## src/sv/plasma_pixel_generator_assert.svh

```systemverilog
// ============================================================================
// Plasma pixel generator assertion macros
// Shared concurrent assertion forms for the plasma pixel generator RTL.
// ============================================================================
`ifndef PLASMA_PIXEL_GENERATOR_ASSERT_SVH
`define PLASMA_PIXEL_GENERATOR_ASSERT_SVH

// Same-cycle implication, disabled while reset is asserted
`define PPG_ASSERT_NOW(label, clk, rst_n, ante, cons) \
    label: assert property (@(posedge clk) disable iff (!(rst_n)) (ante) |-> (cons)) \
        else $error("plasma pixel generator: same-cycle check failed");

// Next-cycle implication, disabled while reset is asserted
`define PPG_ASSERT_NEXT(label, clk, rst_n, ante, cons) \
    label: assert property (@(posedge clk) disable iff (!(rst_n)) (ante) |=> (cons)) \
        else $error("plasma pixel generator: next-cycle check failed");

`endif

```

## src/sv/ppg_pkg.sv

```systemverilog
// ============================================================================
// Plasma pixel generator package
// Sine table, lookup functions and fixed constants of the plasma generator.
// ============================================================================
package ppg_pkg;

    // Field widths
    localparam int COL_W   = 9;
    localparam int ROW_W   = 8;
    localparam int CHAN_W  = 8;
    localparam int PHASE_W = 8;
    localparam int CFG_W   = 8;

    // Frame size and compare width (frame bounds go up to 8191)
    localparam int BOUND_W = 13;
    localparam int COLS    = 320;
    localparam int ROWS    = 180;

    // Register reset value, fixed colors, color mask and cosine offset
    localparam logic [CFG_W-1:0]  FRAMES_PER_STEP_RST = 8'd15;
    localparam logic [CHAN_W-1:0] BLUE_LEVEL          = 8'd120;
    localparam logic [CHAN_W-1:0] CHAN_MASK           = 8'hFC;
    localparam logic [PHASE_W-1:0] COS_OFFSET         = 8'd64;

    typedef logic [7:0] t_byte;

    // Input beat operations
    typedef enum logic {
        OP_PIXEL      = 1'b0,
        OP_FRAME_TICK = 1'b1
    } t_op;

    // One full period of the sine, offset binary, 256 points
    localparam t_byte SINE_TAB [256] = '{
        8'd127, 8'd130, 8'd133, 8'd136, 8'd139, 8'd143, 8'd146, 8'd149,
        8'd152, 8'd155, 8'd158, 8'd161, 8'd164, 8'd167, 8'd170, 8'd173,
        8'd176, 8'd179, 8'd182, 8'd184, 8'd187, 8'd190, 8'd193, 8'd195,
        8'd198, 8'd200, 8'd203, 8'd205, 8'd208, 8'd210, 8'd213, 8'd215,
        8'd217, 8'd219, 8'd221, 8'd224, 8'd226, 8'd228, 8'd229, 8'd231,
        8'd233, 8'd235, 8'd236, 8'd238, 8'd239, 8'd241, 8'd242, 8'd244,
        8'd245, 8'd246, 8'd247, 8'd248, 8'd249, 8'd250, 8'd251, 8'd251,
        8'd252, 8'd253, 8'd253, 8'd254, 8'd254, 8'd254, 8'd254, 8'd254,
        8'd255, 8'd254, 8'd254, 8'd254, 8'd254, 8'd254, 8'd253, 8'd253,
        8'd252, 8'd251, 8'd251, 8'd250, 8'd249, 8'd248, 8'd247, 8'd246,
        8'd245, 8'd244, 8'd242, 8'd241, 8'd239, 8'd238, 8'd236, 8'd235,
        8'd233, 8'd231, 8'd229, 8'd228, 8'd226, 8'd224, 8'd221, 8'd219,
        8'd217, 8'd215, 8'd213, 8'd210, 8'd208, 8'd205, 8'd203, 8'd200,
        8'd198, 8'd195, 8'd193, 8'd190, 8'd187, 8'd184, 8'd182, 8'd179,
        8'd176, 8'd173, 8'd170, 8'd167, 8'd164, 8'd161, 8'd158, 8'd155,
        8'd152, 8'd149, 8'd146, 8'd143, 8'd139, 8'd136, 8'd133, 8'd130,
        8'd127, 8'd124, 8'd121, 8'd118, 8'd115, 8'd111, 8'd108, 8'd105,
        8'd102, 8'd99,  8'd96,  8'd93,  8'd90,  8'd87,  8'd84,  8'd81,
        8'd78,  8'd75,  8'd72,  8'd70,  8'd67,  8'd64,  8'd61,  8'd59,
        8'd56,  8'd54,  8'd51,  8'd49,  8'd46,  8'd44,  8'd41,  8'd39,
        8'd37,  8'd35,  8'd33,  8'd30,  8'd28,  8'd26,  8'd25,  8'd23,
        8'd21,  8'd19,  8'd18,  8'd16,  8'd15,  8'd13,  8'd12,  8'd10,
        8'd9,   8'd8,   8'd7,   8'd6,   8'd5,   8'd4,   8'd3,   8'd3,
        8'd2,   8'd1,   8'd1,   8'd0,   8'd0,   8'd0,   8'd0,   8'd0,
        8'd0,   8'd0,   8'd0,   8'd0,   8'd0,   8'd0,   8'd1,   8'd1,
        8'd2,   8'd3,   8'd3,   8'd4,   8'd5,   8'd6,   8'd7,   8'd8,
        8'd9,   8'd10,  8'd12,  8'd13,  8'd15,  8'd16,  8'd18,  8'd19,
        8'd21,  8'd23,  8'd25,  8'd26,  8'd28,  8'd30,  8'd33,  8'd35,
        8'd37,  8'd39,  8'd41,  8'd44,  8'd46,  8'd49,  8'd51,  8'd54,
        8'd56,  8'd59,  8'd61,  8'd64,  8'd67,  8'd70,  8'd72,  8'd75,
        8'd78,  8'd81,  8'd84,  8'd87,  8'd90,  8'd93,  8'd96,  8'd99,
        8'd102, 8'd105, 8'd108, 8'd111, 8'd115, 8'd118, 8'd121, 8'd124
    };

    // Sine lookup, index wraps modulo 256
    function automatic t_byte sin_lut(input t_byte x);
        return SINE_TAB[x];
    endfunction

    // Cosine is the sine a quarter period ahead
    function automatic t_byte cos_lut(input t_byte x);
        t_byte idx;
        idx = x + COS_OFFSET;
        return SINE_TAB[idx];
    endfunction

endpackage

```

## src/sv/plasma_pixel_generator.sv

```systemverilog
// ============================================================================
// Plasma pixel generator
// Animated sine-table plasma color for each half-resolution pixel, with
// frame-tick driven phase animation.
// ============================================================================
//
//  channel | direction | handshake               | payload
//  --------+-----------+-------------------------+--------------------------
//  input   | in        | i_valid / o_stall       | i_op, i_col, i_row
//  output  | out       | o_valid / i_stall       | o_red, o_green, o_blue
//  config  | in        | i_cfg_valid/o_cfg_ready | i_cfg_data
//
//  One beat is accepted per cycle while o_stall is low; a pixel passes
//  five register stages on its way to the output (capture, phase terms,
//  t1, palette index, color; the input beat itself loads the capture
//  stage). Frame ticks and off-frame pixels leave no result.
//  Phases update at the edge that accepts the frame tick that ends a step,
//  and each pixel takes its phases at its own input beat. Reset is synchronous, active low.
//  A stage holds only while the stage after it is full and held, so an
//  output stall backs up through the stages and finally raises o_stall.
//
module plasma_pixel_generator (
    input  logic                           i_clk,
    input  logic                           i_rst_n,
    // input channel
    input  logic                           i_valid,
    output logic                           o_stall,
    input  logic                           i_op,
    input  logic [ppg_pkg::COL_W-1:0]      i_col,
    input  logic [ppg_pkg::ROW_W-1:0]      i_row,
    // output channel
    output logic                           o_valid,
    input  logic                           i_stall,
    output logic [ppg_pkg::CHAN_W-1:0]     o_red,
    output logic [ppg_pkg::CHAN_W-1:0]     o_green,
    output logic [ppg_pkg::CHAN_W-1:0]     o_blue,
    // configuration channel
    input  logic                           i_cfg_valid,
    output logic                           o_cfg_ready,
    input  logic [ppg_pkg::CFG_W-1:0]      i_cfg_data
);

    `include "plasma_pixel_generator_assert.svh"

    // ------------------------------------------------------------------
    // Animation state
    // ------------------------------------------------------------------
    logic [ppg_pkg::CFG_W-1:0]   r_frames_per_step;
    logic [ppg_pkg::PHASE_W-1:0] r_phase_u, n_phase_u;
    logic [ppg_pkg::PHASE_W-1:0] r_phase_v, n_phase_v;
    logic [ppg_pkg::PHASE_W-1:0] r_frame_cnt, n_frame_cnt;
    logic [ppg_pkg::PHASE_W-1:0] frame_inc;

    // Pipeline valids and stage enables
    logic r_v1, r_v2, r_v3, r_v4, r_v5;
    logic en1, en2, en3, en4, en5;
    logic in_accept, tick_accept, pix_in_frame, phase_step;

    // Stage 1: captured pixel (low column bits only) and phases
    logic [7:0]                  r_s1_col;
    logic [ppg_pkg::ROW_W-1:0]   r_s1_row;
    logic [ppg_pkg::PHASE_W-1:0] r_s1_pu;
    logic [ppg_pkg::PHASE_W-1:0] r_s1_pv;
    // Stage 2: first lookups
    logic [7:0] r_s2_col, r_s2_a, r_s2_snu, r_s2_t2;
    // Stage 3: both table indexes
    logic [7:0] r_s3_t1, r_s3_t2;
    // Stage 4: palette index
    logic [7:0] r_s4_p;
    // Stage 5: color
    logic [ppg_pkg::CHAN_W-1:0] r_red, r_green;

    logic [7:0] n_s2_a, n_s2_snu, n_s2_t2, n_s3_t1, n_s4_p, w_term, c_val;
    logic [7:0] pv_row, cos_pv;

    // Stall chain: a stage moves when it is empty or its successor moves
    assign en5 = !r_v5 || !i_stall;
    assign en4 = !r_v4 || en5;
    assign en3 = !r_v3 || en4;
    assign en2 = !r_v2 || en3;
    assign en1 = !r_v1 || en2;

    assign o_stall      = !en1;
    assign in_accept    = i_valid && en1;
    assign tick_accept  = in_accept && (i_op == ppg_pkg::OP_FRAME_TICK);
    assign pix_in_frame = (ppg_pkg::BOUND_W'(i_col) < ppg_pkg::BOUND_W'(ppg_pkg::COLS))
                       && (ppg_pkg::BOUND_W'(i_row) < ppg_pkg::BOUND_W'(ppg_pkg::ROWS));

    assign o_cfg_ready = 1'b1;

    // Frame counter and phase advance
    always_comb begin
        frame_inc   = r_frame_cnt + 8'd1;
        phase_step  = tick_accept && (frame_inc == r_frames_per_step);
        n_frame_cnt = r_frame_cnt;
        n_phase_u   = r_phase_u;
        n_phase_v   = r_phase_v;
        if (tick_accept) begin
            n_frame_cnt = frame_inc;
        end
        if (phase_step) begin
            n_frame_cnt = '0;
            n_phase_u   = r_phase_u - 8'd1;
            n_phase_v   = r_phase_v + 8'd1;
        end
    end

    always_ff @(posedge i_clk) begin
        if (!i_rst_n) begin
            r_frames_per_step <= ppg_pkg::FRAMES_PER_STEP_RST;
            r_frame_cnt       <= '0;
            r_phase_u         <= '0;
            r_phase_v         <= '0;
        end else begin
            if (i_cfg_valid && o_cfg_ready) begin
                r_frames_per_step <= i_cfg_data;
            end
            r_frame_cnt <= n_frame_cnt;
            r_phase_u   <= n_phase_u;
            r_phase_v   <= n_phase_v;
        end
    end

    // ------------------------------------------------------------------
    // Datapath, low eight bits throughout
    // ------------------------------------------------------------------
    always_comb begin
        // stage 2 terms
        cos_pv   = ppg_pkg::cos_lut(r_s1_pv);
        w_term   = {2'b00, cos_pv[7:2]};
        n_s2_a   = r_s1_pu - w_term + r_s1_row;
        n_s2_snu = ppg_pkg::sin_lut(r_s1_pu);
        pv_row   = r_s1_pv + r_s1_row;
        n_s2_t2  = r_s1_row + ppg_pkg::cos_lut(pv_row);
        // stage 3: t1 = col + S(a) - S(u)
        n_s3_t1  = r_s2_col + ppg_pkg::sin_lut(r_s2_a) - r_s2_snu;
        // stage 4: odd palette index
        c_val    = ppg_pkg::sin_lut(r_s3_t1) - ppg_pkg::cos_lut(r_s3_t2)
                 - ppg_pkg::cos_lut(r_s3_t1);
        n_s4_p   = {c_val[7:1], 1'b1};
    end

    // Valid bits
    always_ff @(posedge i_clk) begin
        if (!i_rst_n) begin
            r_v1 <= 1'b0;
            r_v2 <= 1'b0;
            r_v3 <= 1'b0;
            r_v4 <= 1'b0;
            r_v5 <= 1'b0;
        end else begin
            if (en1) r_v1 <= in_accept && (i_op == ppg_pkg::OP_PIXEL) && pix_in_frame;
            if (en2) r_v2 <= r_v1;
            if (en3) r_v3 <= r_v2;
            if (en4) r_v4 <= r_v3;
            if (en5) r_v5 <= r_v4;
        end
    end

    // Payload registers
    always_ff @(posedge i_clk) begin
        if (en1) begin
            r_s1_col <= i_col[7:0];
            r_s1_row <= i_row;
            r_s1_pu  <= r_phase_u;
            r_s1_pv  <= r_phase_v;
        end
        if (en2) begin
            r_s2_col <= r_s1_col;
            r_s2_a   <= n_s2_a;
            r_s2_snu <= n_s2_snu;
            r_s2_t2  <= n_s2_t2;
        end
        if (en3) begin
            r_s3_t1 <= n_s3_t1;
            r_s3_t2 <= r_s2_t2;
        end
        if (en4) begin
            r_s4_p <= n_s4_p;
        end
        if (en5) begin
            r_red   <= ppg_pkg::cos_lut(r_s4_p) & ppg_pkg::CHAN_MASK;
            r_green <= ppg_pkg::sin_lut(r_s4_p) & ppg_pkg::CHAN_MASK;
        end
    end

    assign o_valid = r_v5;
    assign o_red   = r_red;
    assign o_green = r_green;
    assign o_blue  = ppg_pkg::BLUE_LEVEL;

    // ------------------------------------------------------------------
    // Assertions
    // ------------------------------------------------------------------
    `PPG_ASSERT_NOW(a_color_grid, i_clk, i_rst_n, o_valid, (o_red[1:0] == 2'b00) && (o_green[1:0] == 2'b00))
    `PPG_ASSERT_NOW(a_empty_entry_no_stall, i_clk, i_rst_n, !r_v1, !o_stall)
    `PPG_ASSERT_NEXT(a_phase_advance, i_clk, i_rst_n, phase_step, (r_phase_u + 8'd1 == $past(r_phase_u)) && (r_phase_v == $past(r_phase_v) + 8'd1) && (r_frame_cnt == 8'd0))
    `PPG_ASSERT_NEXT(a_phase_hold, i_clk, i_rst_n, !tick_accept, $stable(r_phase_u) && $stable(r_phase_v) && $stable(r_frame_cnt))
    `PPG_ASSERT_NEXT(a_stage_kept, i_clk, i_rst_n, r_v4 && r_v5 && i_stall, r_v4 && r_v5)

endmodule
```

## config.mk

```make
export PLATFORM = sky130hd
export DESIGN_NAME = plasma_pixel_generator
export DESIGN_NICKNAME = d
export VERILOG_FILES = /design/src/sv/ppg_pkg.sv /design/src/sv/plasma_pixel_generator.sv
export VERILOG_INCLUDE_DIRS = /design/src /design/src/sv
export SDC_FILE = /design/constraint.sdc
export NUM_CORES = 1
export LEC_CHECK = 0
export ABC_CLOCK_PERIOD_IN_PS = 4800
export BUFFER_PORTS_ARGS = -buffer_cell sky130_fd_sc_hd__buf_2
export CORE_MARGIN = 2
export CORE_UTILIZATION = 50
export DETAILED_ROUTE_END_ITERATION = 8
export GPL_TIMING_DRIVEN = 0
export PLACE_DENSITY_LB_ADDON = 0.1
export RECOVER_POWER = 100
export SETUP_SLACK_MARGIN = 0.02
export SLEW_MARGIN = 5
export SYNTH_ARGS = -nofsm -noshare
export SYNTH_HDL_FRONTEND = slang
export SYNTH_SLANG_ARGS = --single-unit
```

## constraint.sdc

```tcl
create_clock -name i_clk -period 4.8 [get_ports i_clk]
set_input_delay 0.48 -clock i_clk [delete_from_list [all_inputs] [get_ports i_clk]]
set_output_delay 0.48 -clock i_clk [all_outputs]
set_load 0.01 [all_outputs]
```

==> results.cfg <==
[outcome]
status = finished with violations
violations = capacitance limit, slew limit

[die]
initial_core_util = 0.5033
fp.dieArea_sq_um = 38140
die_h_microns = 195.3
core_sq_um = 36350
rows = 70
boundaryPins = 58
die_width_microns = 195.3

[layout]
layout_common_cells = 259 x nand2_1, 253 x a21oi_1, 233 x nor2_1
final_core_util = 0.5681
diodes = 0
final_common_cell = nand2_1
finalNetCount = 2769
n_fill_cell = 3407
area_growth_pct = 12.86
instances_no_fill = 3082
drive_above_1_share = 0.1232

[critical_path]
timing.rr.start = r_s2_a[0]
critPathArrivalTime_ns = 4.88
reg2reg_to = r_s3_t1[7]
r2r_slack_ns = 0.1
reg2regPathDepth = 21
required_ns = 4.98
cp_max_fo = 10
crit_path_start_kind = register
crit_type = reg2reg
crit_path_end_kind = register

[detailed_routing]
wl_met3_microns = 7230
vias = 20830
drtIter0Drc = 2813
vias_per_cell = 6.759
wire_per_inst_microns = 22.33
ant_nets = 0
finalWirelength_microns = 68820
wl_met1_microns = 27320
routed.top_layer = met4
drc = 0
drt_pass1_iterations = 6
route.met2.wl_microns = 31080

[synthesis]
synth-seq-cells = 136
syn_area_sq_um = 18300
synth.distinct_cells = 85
yosys_most_used_dff = edfxtp_1
yosys.area.top_type_share = 0.1625
synth.avg_cell_area_sq_um = 7.362
synthArstFlopShare = 0
synth_seq_area_share = 0.2030
synth_largest_area_cell = edfxtp_1
synthCells = 2485
yosysWarnings = 0
synth_edf_count = 99
netlist_top_cells_area = edfxtp_1 16%, ha_1 7.9%, a21oi_1 7.2%, o21ai_0 6.0%, nand2_1 5.3%

[sta]
whs_ns = 0.2208
fin_skew_ns = 0.009986
fmax_mhz = 212.7
drv_slew = 36
tightest_slew_ns = 1.591
finalSetupViolCount = 0
fin_crit_sh = 0.9796
rsz0062_at_grt = true
period_minus_slack_ns = 4.702
hold_violations = 0
maxSlewHeadroom = -0.06300

[cts]
cts_max_path_buffers = 2
htree_levels = 4
clock_latency_ns = 0.43
cts_buffers = 17
clk_pin_slew_ns = 0.07
cts.sinks = 136
postCtsHoldBufs = 0
cts_tree = built
root_buffer = clkbuf_16

[run]
drv_cap = 1

[place]
place.gp.congestion = 1.036
io_buffer_count = 43
dp_hpwl_microns = 49570
dp.cells = 3007

[power_and_ir_drop]
ir_drop_mv = 0.6339
leakagePower_uw = 0.007962
power_density_nw_per_um2 = 584.1

[grt]
antenna_found_initial = 0
grt_usage = 0.3478
overflow = 0
grt_max_degree = 36
grt_pass1_wl_microns = 106000
first_global_vias = 19280

[worst_hold_path]
hp-class = in2reg
whs_path_depth = 1
worstHoldEndpoint = r_s1_col[4]
hold_start = i_col[4]
critical path, stage by stage, from the launching register on:
cell and delay (ns):
edfxtp_1 0.44, clkinv_4 0.15, ha_1 0.31, buf_2 0.19, nor2b_4 0.15, nor3b_1 0.24
a211oi_1 0.09, a311oi_2 0.32, a31oi_1 0.10, a211oi_2 0.28, a211oi_2 0.07, a21oi_2 0.26
fa_1 0.46, inv_1 0.07, ha_1 0.22, a21o_1 0.19, a21oi_1 0.24, o21bai_1 0.13
a21oi_2 0.19, o21bai_1 0.08, a21oi_1 0.17, xnor2_1 0.09
worst max-delay path by stage:
stage,startpoint,end,cells after the start
after detailed placement,r_s1_pv[1],r_s2_t2[7],20
after global placement,r_s1_pv[1],r_s2_t2[7],20
after floorplan,r_s1_pv[1],r_s2_t2[7],20
after CTS,r_s1_row[1],r_s2_t2[7],19
after global routing,r_s1_pv[1],r_s2_t2[7],21
final,r_s2_a[0],r_s3_t1[7],21
layout make-up:
cell class	count	area, sq um	area share
Multi-Input combinational cell	2027	13640	0.6607
Clock inverter	14	138.9	0.006726
Tap cell	468	585.6	0.02836
Clock buffer	18	429.2	0.02078
Timing Repair Buffer	96	623.1	0.03018
Sequential cell	136	3714	0.1798
Buffer	224	1115	0.05399
Inverter	99	400.4	0.01939
flip-flops by register name, summed over array words and instances (netlist names):
register / cells
r_s1_pv: 8
o_green: 6
r_s1_pu: 8
r_s2_snu: 8
r_v3: 1
r_v4: 1
o_red: 6
r_s3_t2: 8
r_v2: 1
r_s2_t2: 8
r_v1: 1
r_phase_v: 8
o_valid: 1
r_s2_col: 8
r_s1_col: 8
r_frame_cnt: 8
r_s4_p: 7
r_frames_per_step: 8
r_s3_t1: 8
r_phase_u: 8
r_s1_row: 8
r_s2_a: 8
metal layers:
layer | global-route usage | vias up
li1 | - | 9343
met1 | 0.4548 | 9630
met2 | 0.5610 | 1548
met3 | 0.06857 | 309
met4 | 0.1493 | 0
met5 | 0 | -
synthesized netlist by cell type (all sizes together) (16+ instances only):
| master | count |
|---|---|
| xnor2 | 76 |
| inv | 94 |
| dfxtp | 37 |
| nand2 | 260 |
| buf | 62 |
| nand2b | 48 |
| a31oi | 24 |
| edfxtp | 99 |
| a21oi | 263 |
| nand3 | 59 |
| mux4 | 24 |
| clkbuf | 172 |
| ha | 115 |
| o21a | 17 |
| o211ai | 57 |
| a211oi | 53 |
| a311oi | 16 |
| nor3 | 63 |
| o311ai | 21 |
| xor2 | 17 |
| nor2b | 46 |
| mux2i | 50 |
| o21bai | 16 |
| and2 | 26 |
| nor2 | 235 |
| o31ai | 17 |
| o21ai | 232 |
| fa | 22 |
| o22ai | 20 |
metrics by stage:
stage               cell area (sq um)   TNS, ns  worst slack, ns  power (uW)
floorplan                       18340         0          0.04858        8088
global placement                19140    -9.333           -1.343       10310
detailed placement              19140    -9.555           -1.294       10360
CTS                             20160  -0.05295         -0.05295       11780
global route                    20650   -0.1790         -0.06313       12870
finish                          20650         0          0.09802       12060
cells by family (layout without fill, tap and decap cells):
| family | count (synthesis) | count (layout) | share of synthesized area |
|---|---|---|---|
| fa+ha+maj | 137 | 137 | 0.1027 |
| simple gates | 809 | 809 | 0.2030 |
| buf+inv | 333 | 451 | 0.07263 |
| mux | 86 | 86 | 0.06429 |
| other cells | 2 | 13 | 0.0004105 |
| compound gates | 889 | 889 | 0.3086 |
| flops | 136 | 136 | 0.2030 |
| xor+xnor | 93 | 93 | 0.04534 |
power breakdown:
| part | switching, uW | internal, uW |
|---|---|---|
| clock | 560 | 724 |
| combinational | 5480 | 3410 |
| sequential | 143 | 1740 |
timing repair:
| action | 4_1_cts | 5_1_grt |
|---|---|---|
| setup endpoints to repair | 22 | 13 |
| pin swaps | 5 | 24 |
| endpoints found under the hold margin | 0 | 0 |
| gates resized for setup | 100 | 124 |
| buffers inserted | 22 | 31 |
Power figures use the tool's default switching activity.
